[src/sv/t_wave_alternans_detector_assert.svh]
// Assertion macros shared by the detector RTL.
`ifndef T_WAVE_ALTERNANS_DETECTOR_ASSERT_SVH
`define T_WAVE_ALTERNANS_DETECTOR_ASSERT_SVH

// Same-cycle implication, checked out of reset.
`define TWAD_ASSERT_IMP(lbl, clk, rstn, ante, cons, msg) \
    lbl: assert property (@(posedge clk) disable iff (!rstn) (ante) |-> (cons)) \
        else $error(msg);

// Next-cycle implication, checked out of reset.
`define TWAD_ASSERT_NXT(lbl, clk, rstn, ante, cons, msg) \
    lbl: assert property (@(posedge clk) disable iff (!rstn) (ante) |=> (cons)) \
        else $error(msg);

`endif

[src/sv/twad_pkg.sv]
package twad_pkg;

    // Beats in one analysis window.
    localparam int WINDOW_BEATS = 4;

    // Field widths fixed by the stream formats.
    localparam int AMP_BITS       = 16;
    localparam int THRESH_BITS    = 7;
    localparam int FIELD_BITS     = 16;
    localparam int OUT_TDATA_BITS = 40;

    // Threshold after reset, in percent, and the percentage scale.
    localparam logic [THRESH_BITS-1:0] THRESHOLD_RESET = 7'd5;
    localparam logic [THRESH_BITS-1:0] PCT_SCALE       = 7'd100;

endpackage

[src/sv/t_wave_alternans_detector.sv]
// T-wave alternans detector. One T-wave amplitude is taken per transfer on the
// slave stream, one beat per clock cycle unless a full summary path stalls it;
// the beat state (the three previous amplitudes and the saturating beat and
// qualifying-window counters) is updated in the same cycle by a single pass of
// subtract, compare and increment logic. The beat with tlast set closes the
// record; its summary is offered on the master stream (tdata holds detected,
// window_count and alternans_count from bit 0 up, tuser holds insufficient),
// and the state is cleared for the next record. The summary pipeline (count,
// product and output registers) lets beats be accepted while a summary waits,
// until all three hold one. The user must write the threshold in percent on the
// configuration channel only while idle; the block does not enforce it.
`include "t_wave_alternans_detector_assert.svh"

module t_wave_alternans_detector
    import twad_pkg::*;
#(
    parameter int SAMPLE_BITS = 16,
    parameter int COUNT_BITS  = 16
) (
    input  logic                      i_clk,
    input  logic                      i_rst_n,
    // Beat stream
    input  logic                      i_s_axis_tvalid,
    output logic                      o_s_axis_tready,
    input  logic [AMP_BITS-1:0]       i_s_axis_tdata,   // t_amplitude
    input  logic                      i_s_axis_tlast,   // last_beat
    // Record summary stream
    output logic                      o_m_axis_tvalid,
    input  logic                      i_m_axis_tready,
    // detected [0], window_count [16:1], alternans_count [32:17], zero fill [39:33]
    output logic [OUT_TDATA_BITS-1:0] o_m_axis_tdata,
    output logic [0:0]                o_m_axis_tuser,   // insufficient
    // Threshold write channel
    input  logic                      i_cfg_valid,
    output logic                      o_cfg_ready,
    input  logic [THRESH_BITS-1:0]    i_cfg_data
);

    localparam int PROD_BITS = COUNT_BITS + THRESH_BITS;
    localparam logic [COUNT_BITS-1:0] COUNT_MAX   = '1;
    localparam logic [COUNT_BITS-1:0] FULL_PRIOR  = COUNT_BITS'(WINDOW_BEATS - 1);
    localparam logic [COUNT_BITS-1:0] MIN_BEATS   = COUNT_BITS'(WINDOW_BEATS);

    // Configuration register
    logic [THRESH_BITS-1:0] r_threshold;

    // Beat state
    logic [SAMPLE_BITS-1:0] r_prior [3];
    logic [COUNT_BITS-1:0]  r_beat_count;
    logic [COUNT_BITS-1:0]  r_qual_count;

    // Summary pipeline
    logic                   r_s1_valid;
    logic                   r_s1_insuf;
    logic [COUNT_BITS-1:0]  r_s1_windows;
    logic [COUNT_BITS-1:0]  r_s1_qual;
    logic                   r_s2_valid;
    logic                   r_s2_insuf;
    logic [COUNT_BITS-1:0]  r_s2_windows;
    logic [COUNT_BITS-1:0]  r_s2_qual;
    logic [PROD_BITS-1:0]   r_s2_lhs;
    logic [PROD_BITS-1:0]   r_s2_rhs;
    logic                   r_out_valid;
    logic                   r_out_detected;
    logic                   r_out_insuf;
    logic [FIELD_BITS-1:0]  r_out_windows;
    logic [FIELD_BITS-1:0]  r_out_qual;

    logic                   w_out_ready;
    logic                   w_s2_ready;
    logic                   w_s1_ready;
    logic                   w_accept;

    logic [SAMPLE_BITS+AMP_BITS-1:0] w_amp_ext;
    logic [SAMPLE_BITS-1:0] w_cur;
    logic signed [SAMPLE_BITS:0] w_a1, w_a2, w_a3, w_a4;
    logic signed [SAMPLE_BITS:0] w_x12, w_x24, w_x13, w_x34;
    logic [SAMPLE_BITS:0]   w_d12, w_d24, w_d13, w_d34;
    logic                   w_qualifies;
    logic [COUNT_BITS-1:0]  n_beat_count;
    logic [COUNT_BITS-1:0]  n_qual_count;
    logic [COUNT_BITS+FIELD_BITS-1:0] w_windows_ext;
    logic [COUNT_BITS+FIELD_BITS-1:0] w_qual_ext;

    // Handshakes: each summary stage loads when empty or when it moves on.
    assign w_out_ready     = !r_out_valid || i_m_axis_tready;
    assign w_s2_ready      = !r_s2_valid || w_out_ready;
    assign w_s1_ready      = !r_s1_valid || w_s2_ready;
    assign o_s_axis_tready = w_s1_ready;
    assign w_accept        = i_s_axis_tvalid && w_s1_ready;
    assign o_cfg_ready     = 1'b1;

    // Threshold register.
    always_ff @(posedge i_clk) begin
        if (!i_rst_n) begin
            r_threshold <= THRESHOLD_RESET;
        end else if (i_cfg_valid) begin
            r_threshold <= i_cfg_data;
        end
    end

    // Current amplitude brought to the sample width: zero fill or truncation.
    assign w_amp_ext = {{SAMPLE_BITS{1'b0}}, i_s_axis_tdata};
    assign w_cur     = w_amp_ext[SAMPLE_BITS-1:0];

    // Window of four beats, oldest first, sign-extended by one bit.
    assign w_a1 = {r_prior[0][SAMPLE_BITS-1], r_prior[0]};
    assign w_a2 = {r_prior[1][SAMPLE_BITS-1], r_prior[1]};
    assign w_a3 = {r_prior[2][SAMPLE_BITS-1], r_prior[2]};
    assign w_a4 = {w_cur[SAMPLE_BITS-1], w_cur};

    // Absolute differences and the four strict comparisons.
    always_comb begin
        w_x12 = w_a1 - w_a2;
        w_x24 = w_a2 - w_a4;
        w_x13 = w_a1 - w_a3;
        w_x34 = w_a3 - w_a4;
        w_d12 = w_x12[SAMPLE_BITS] ? (SAMPLE_BITS+1)'(0) - w_x12 : w_x12;
        w_d24 = w_x24[SAMPLE_BITS] ? (SAMPLE_BITS+1)'(0) - w_x24 : w_x24;
        w_d13 = w_x13[SAMPLE_BITS] ? (SAMPLE_BITS+1)'(0) - w_x13 : w_x13;
        w_d34 = w_x34[SAMPLE_BITS] ? (SAMPLE_BITS+1)'(0) - w_x34 : w_x34;
        w_qualifies = (w_d12 < w_d13) && (w_d24 < w_d34) &&
                      (w_d24 < w_d13) && (w_d13 < w_d34);
    end

    // Saturating counters after this beat.
    always_comb begin
        n_beat_count = r_beat_count;
        if (r_beat_count != COUNT_MAX) begin
            n_beat_count = r_beat_count + 1'b1;
        end
        n_qual_count = r_qual_count;
        if ((r_beat_count >= FULL_PRIOR) && w_qualifies && (r_qual_count != COUNT_MAX)) begin
            n_qual_count = r_qual_count + 1'b1;
        end
    end

    // Beat state: shift in each beat, clear after the last one of a record.
    always_ff @(posedge i_clk) begin
        if (!i_rst_n) begin
            r_prior[0]   <= '0;
            r_prior[1]   <= '0;
            r_prior[2]   <= '0;
            r_beat_count <= '0;
            r_qual_count <= '0;
        end else if (w_accept) begin
            if (i_s_axis_tlast) begin
                r_prior[0]   <= '0;
                r_prior[1]   <= '0;
                r_prior[2]   <= '0;
                r_beat_count <= '0;
                r_qual_count <= '0;
            end else begin
                r_prior[0]   <= r_prior[1];
                r_prior[1]   <= r_prior[2];
                r_prior[2]   <= w_cur;
                r_beat_count <= n_beat_count;
                r_qual_count <= n_qual_count;
            end
        end
    end

    // Summary valid bits.
    always_ff @(posedge i_clk) begin
        if (!i_rst_n) begin
            r_s1_valid  <= 1'b0;
            r_s2_valid  <= 1'b0;
            r_out_valid <= 1'b0;
        end else begin
            if (w_s1_ready) begin
                r_s1_valid <= w_accept && i_s_axis_tlast;
            end
            if (w_s2_ready) begin
                r_s2_valid <= r_s1_valid;
            end
            if (w_out_ready) begin
                r_out_valid <= r_s2_valid;
            end
        end
    end

    // First stage: record counts at the last beat.
    always_ff @(posedge i_clk) begin
        if (w_accept && i_s_axis_tlast) begin
            r_s1_insuf   <= n_beat_count < MIN_BEATS;
            r_s1_windows <= n_beat_count - FULL_PRIOR;
            r_s1_qual    <= n_qual_count;
        end
    end

    // Second stage: both sides of the percentage comparison.
    always_ff @(posedge i_clk) begin
        if (w_s2_ready && r_s1_valid) begin
            r_s2_insuf   <= r_s1_insuf;
            r_s2_windows <= r_s1_windows;
            r_s2_qual    <= r_s1_qual;
            r_s2_lhs     <= PROD_BITS'(r_s1_qual) * PROD_BITS'(PCT_SCALE);
            r_s2_rhs     <= PROD_BITS'(r_s1_windows) * PROD_BITS'(r_threshold);
        end
    end

    // Counts brought to the field width of the summary.
    assign w_windows_ext = {{FIELD_BITS{1'b0}}, r_s2_windows};
    assign w_qual_ext    = {{FIELD_BITS{1'b0}}, r_s2_qual};

    // Output register: decision, and counts forced to zero for a short record.
    always_ff @(posedge i_clk) begin
        if (w_out_ready && r_s2_valid) begin
            r_out_insuf <= r_s2_insuf;
            if (r_s2_insuf) begin
                r_out_detected <= 1'b0;
                r_out_windows  <= '0;
                r_out_qual     <= '0;
            end else begin
                r_out_detected <= r_s2_lhs >= r_s2_rhs;
                r_out_windows  <= w_windows_ext[FIELD_BITS-1:0];
                r_out_qual     <= w_qual_ext[FIELD_BITS-1:0];
            end
        end
    end

    assign o_m_axis_tvalid = r_out_valid;
    assign o_m_axis_tdata  = {{(OUT_TDATA_BITS - 2*FIELD_BITS - 1){1'b0}},
                              r_out_qual, r_out_windows, r_out_detected};
    assign o_m_axis_tuser  = r_out_insuf;

    // A short record reports nothing but the insufficient flag.
    `TWAD_ASSERT_IMP(a_short_record_empty, i_clk, i_rst_n,
        r_out_valid && r_out_insuf,
        !r_out_detected && (r_out_windows == '0) && (r_out_qual == '0),
        "short record summary carries counts or detection")

    // The last beat of a record leaves the beat state cleared.
    `TWAD_ASSERT_NXT(a_record_clear, i_clk, i_rst_n,
        w_accept && i_s_axis_tlast,
        (r_beat_count == '0) && (r_qual_count == '0),
        "beat state not cleared after the last beat")

    // A summary held in the first stage is not lost while the next stage is full.
    `TWAD_ASSERT_NXT(a_s1_hold, i_clk, i_rst_n,
        r_s1_valid && !w_s2_ready,
        r_s1_valid,
        "summary dropped from the first stage")

    // The qualifying count never runs ahead of the windows examined before saturation.
    `TWAD_ASSERT_IMP(a_qual_bound, i_clk, i_rst_n,
        (r_beat_count != COUNT_MAX) && (r_beat_count >= FULL_PRIOR),
        r_qual_count <= (r_beat_count - FULL_PRIOR),
        "qualifying count exceeds windows examined")

endmodule

[config.mk]
export PLATFORM = sky130hd
export DESIGN_NAME = t_wave_alternans_detector
export DESIGN_NICKNAME = d
export VERILOG_FILES = /design/src/sv/twad_pkg.sv /design/src/sv/t_wave_alternans_detector.sv
export VERILOG_INCLUDE_DIRS = /design/src /design/src/sv
export SDC_FILE = /design/constraint.sdc
export NUM_CORES = 1
export LEC_CHECK = 0
export ABC_AREA = 1
export BUFFER_PORTS_ARGS = -buffer_cell sky130_fd_sc_hd__buf_2
export CORE_UTILIZATION = 59
export CTS_BUF_LIST = sky130_fd_sc_hd__clkbuf_2
export DETAILED_ROUTE_END_ITERATION = 16
export HOLD_SLACK_MARGIN = 0.02
export PLACE_DENSITY = 0.76
export SYNTH_ARGS = -nofsm -noshare
export SYNTH_HDL_FRONTEND = slang
export SYNTH_SLANG_ARGS = --single-unit
[constraint.sdc]
create_clock -name i_clk -period 5.4 [get_ports i_clk]
set_input_delay 0.81 -clock i_clk [delete_from_list [all_inputs] [get_ports i_clk]]
set_output_delay 0.81 -clock i_clk [all_outputs]
set_load 0.02 [all_outputs]
==> run summary <==
## Clock network
- **CTS tree** built
- **clock slew at the register clock pins of the worst setup and hold paths** 0.09 ns
- **number of buffers on the longest clock path** 3
- **CTS HTree Levels** 2
- **number of sinks handled by clock tree synthesis** 231
- **clock buffer count from CTS** 61
- **Clk Tree Root Cell** clkbuf_2
- **Skew-Pair Late Insertion Delay** 1.09 ns

## Timing
- **number of endpoints failing setup at the final stage** 0
- **number of slew-limit violations in the final report** 0
- **Total Neg Setup Slack** 0 ns
- **minimum clock period after layout** 5.10 ns
- **measured slew at the worst slew-check pin** 1.17 ns
- **Max-Slew Margin vs Limit** 22.1%
- **final worst path period share** 94.4%
- **worst clock skew on the final layout** 0.120 ns
- **achievable clock frequency** 0.196 GHz
- **final number of hold-violating endpoints** 0

## Global route
- **Overall Global Routing Usage** 28.0%
- **via count of the first global-routing pass** 16800
- **wire length of the first global-routing pass** 80100 um
- **initial antenna violation count** 3
- **Remaining Overflow, GRT** 0
- **maximum number of pins on one net before global-route repair** 46

## Worst setup path
- **data arrival at the endpoint of the critical path** 5.82 ns
- **Worst setup EP type** flip-flop
- **critical path required time** 6.12 ns
- **Crit path max-delay family** adder cells
- **start-to-end type of the worst setup path** reg -> reg
- **largest stage delay on the critical path** 0.56 ns
- **Slowest-stage cell, CP** edfxtp_1
- **ordered cell list for the critical path** nand2_1 > inv_1 > fa_1 > inv_1 > fa_1 > fa_1 > inv_1 > fa_1 > ha_1 > a21oi_1 > o21ai_1 > a21oi_1 > o21bai_1 > nand3_1 > o21bai_1 > nand3_1 > nand2_1 > nand3_1 > nor2_1 > nor2_1 > xor2_1
- **CP Max Fanout** 8
- **Critical Path Start Type** flip-flop
- **Worst Path Buf+Inv** 3
- **CP dominant cell by count** fa_1

## Cells and area
- **count of filler cells inserted in the layout** 2944
- **number of nets in the finished design** 3138
- **layout cells sized above 1** 12.0%
- **final core utilization** 66.2%
- **relative area change from synthesis to final layout** 10.5%

## Floorplanning
- **site row count** 68
- **Core Footprint** 0.0345 mm^2
- **number of primary I/O pins** 73
- **chip width** 189 um
- **Die ar.** 0.0358 mm^2
- **vertical die dimension** 189 um
- **initial core utilization** 59.9%

## Drt
- **met1 routed wirelength after detailed routing** 20800 um
- **# DRC** 0
- **Vias** 17300
- **total iterations of the first detailed-routing run** 6
- **number of vias per cell** 5.26
- **aggregate routed wire length** 49400 um
- **DR WL met2** 24500 um
- **Antenna Violating Nets Remaining** 0
- **average wire per standard cell** 15.0 um
- **Top Layer Used** met4
- **number of violations reported at the end of detailed-routing iteration 0** 961
- **met3 wire len** 2200 um

## Yosys
- **count of yosys warnings during synthesis** 0
- **Post-Syn Instances** 2610
- **distinct cell type count after synthesis** 51
- **area of the mapped netlist** 0.0207 mm^2
- **mean instance size in the synthesized netlist** 7.93 um^2
- **fraction of the yosys area taken by sequential cells** 31.5%
- **flops & latches, synth** 231

## Worst hold path
- **class of the most critical hold timing path** in -> reg

## Place
- **weighted congestion at the end of routability-driven global placement** 0.893
- **Post-DP HPWL** 39300 um
- **number of port buffers** 64

## Pwr
- **leakage power of the design** 12.0 nW
- **total power density per cell area** 304 mW/mm^2
- **worst vdd rail ir drop** 0.000199 V

## Outcome
- **run status** complete, no violations

## Job
- **max-cap violations** 0

==> synthesized netlist by cell type (all sizes together) <==
library cell  count  area, um^2
and2              3        18.8
a31oi             6        37.5
o31ai             3        22.5
or2               2        12.5
nor4             11        68.8
xnor2            26         228
ha              241        3020
nand4            39         244
nand2           618        2380
o211ai            2        15.0
o21ai            57         308
nor3             26         130
a221oi            2        17.5
o21a              1        7.51
nand3           147         751
o2111ai           1        8.76
clkinv            1        3.75
buf              19         155
o311ai            2        17.5
o221ai            1        8.76
nor3b             1        7.51
nor2            231         892
a311oi            1        8.76
a211oi            1        7.51
a22o              1        8.76
fa               84        1680
edfxtp          189        5680
o21bai           15         113
o22ai             8        50.1
xor2            117        1020
or3               1        6.26
a21oi           129         661
a21o              9        67.6
inv             527        1980
dfxtp            42         841
clkbuf           30         113
nand3b            7        52.6
conb              2        7.51
o41ai             2        17.5
a21boi            5        37.5
==> where the power goes <==
part	internal, mW	total (mW)	switching, mW
clock network	0.542	1.32	0.780
logic	1.38	3.46	2.08
registers	2.12	2.19	0.0646
total	4.04	6.97	2.92
==> stage by stage <==
stage          hold slack, ns  instance area [um^2]  setup WS (ns)  cells  total power [mW]
3_5_place_dp            0.440                 21800         -0.337   3144              5.58
2_1_floorplan           0.400                 20700          0.360   2616              4.76
4_1_cts                0.0412                 22600       0.000169   3275              6.94
6_report                0.133                 22900          0.305   3294              6.97
5_1_grt                0.0534                 22900        -0.0187   3293              7.59
3_3_place_gp            0.437                 21800         -0.225   3144              5.47
==> kinds of logic (layout without fill, tap and decap cells) <==
kind of cell	after synthesis	after routing	share of synthesized area, %
DFF	231	231	31.5
buffers and inverters	577	797	10.9
AOI/OAI and AO/OA	246	246	6.83
xor gates and xnor gates	143	143	6.05
adders and majority gates	325	325	22.7
other	2	11	0.0363
and+or+nand+nor	1086	1086	22.1
==> cell usage in the layout (no fill, tap or decap), types with 6 or more instances in the layout <==
cell type,count
xnor2_1,25
fa_1,82
ha_1,235
buf_4,75
o21ai_1,6
o21ai_2,7
inv_2,12
clkbuf_2,88
clkinv_1,19
nand4_1,39
nor3_1,21
nor2_2,15
xor2_1,117
nor4_1,10
nand2_2,31
o22ai_1,8
a21o_1,9
nand2_1,587
inv_1,516
o21ai_0,44
conb_1,8
dlygate4sd3_1,12
dfxtp_1,40
nand3b_1,7
buf_2,65
o21bai_1,15
edfxtp_1,189
a21oi_1,124
clkinv_2,6
nor2_1,214
nand3_1,141
==> what timing repair did <==
action,4_1_cts,5_1_grt
setup buffers,4,15
setup endpoints to repair,18,34
cloned,0,1
endpoints found under the hold margin,12,0
pin swaps,2,18
resized for setup,4,47
hold buffers,12,0
==> tightest hold or removal path: stages <==
cell    delay [ns]
buf_2         0.08
nor2_1        0.04
nor2_1        0.10
==> final timing paths <==
| path | slack, ns | cells past startpoint | endpoint | startpoint |
|---|---|---|---|---|
| max | 0.30 | 21 | r_s2_rhs[21]$_DFFE_PP_ | r_s1_windows[4]$_DFFE_PP_ |
| min | 0.13 | 3 | r_threshold[1]$_SDFFE_PN0P_ | i_cfg_data[1] |
| max reg2reg | 0.30 | 21 | r_s2_rhs[21]$_DFFE_PP_ | r_s1_windows[4]$_DFFE_PP_ |
| min reg2reg | 0.50 | 0 | r_s2_insuf$_DFFE_PP_ | r_s1_insuf$_DFFE_PP_ |
==> area by class of cell <==
type                       instances  area [um^2]  area share, %
inverter                         528         1980           8.66
clock buffer                      88          440           1.92
antenna                            3         7.51         0.0328
timing repair buffer             154         1030           4.51
tap                              455          569           2.49
clock inverter                    27          161          0.705
sequential                       231         6520           28.5
multi-input combinational       1808        12200           53.2
==> registers in the layout (all words and copies together), names as in the netlist, 7 cells and up <==
signal	cells
r_qual_count	16
r_beat_count	16
r_out_windows	16
r_threshold	7
r_s2_rhs	23
r_prior	48
r_s1_windows	16
r_s2_qual	16
r_s2_lhs	18
r_s2_windows	16
r_s1_qual	16
r_out_qual	16
==> routing by layer <==
| layer | vias to the layer above | GRT usage (%) |
|---|---|---|
| met5 | - | 0 |
| met4 | 0 | 11.4 |
| met3 | 117 | 4.19 |
| met2 | 454 | 49.9 |
| met1 | 8039 | 33.6 |
| li1 | 8722 | - |
Power figures use the tool's default switching activity.
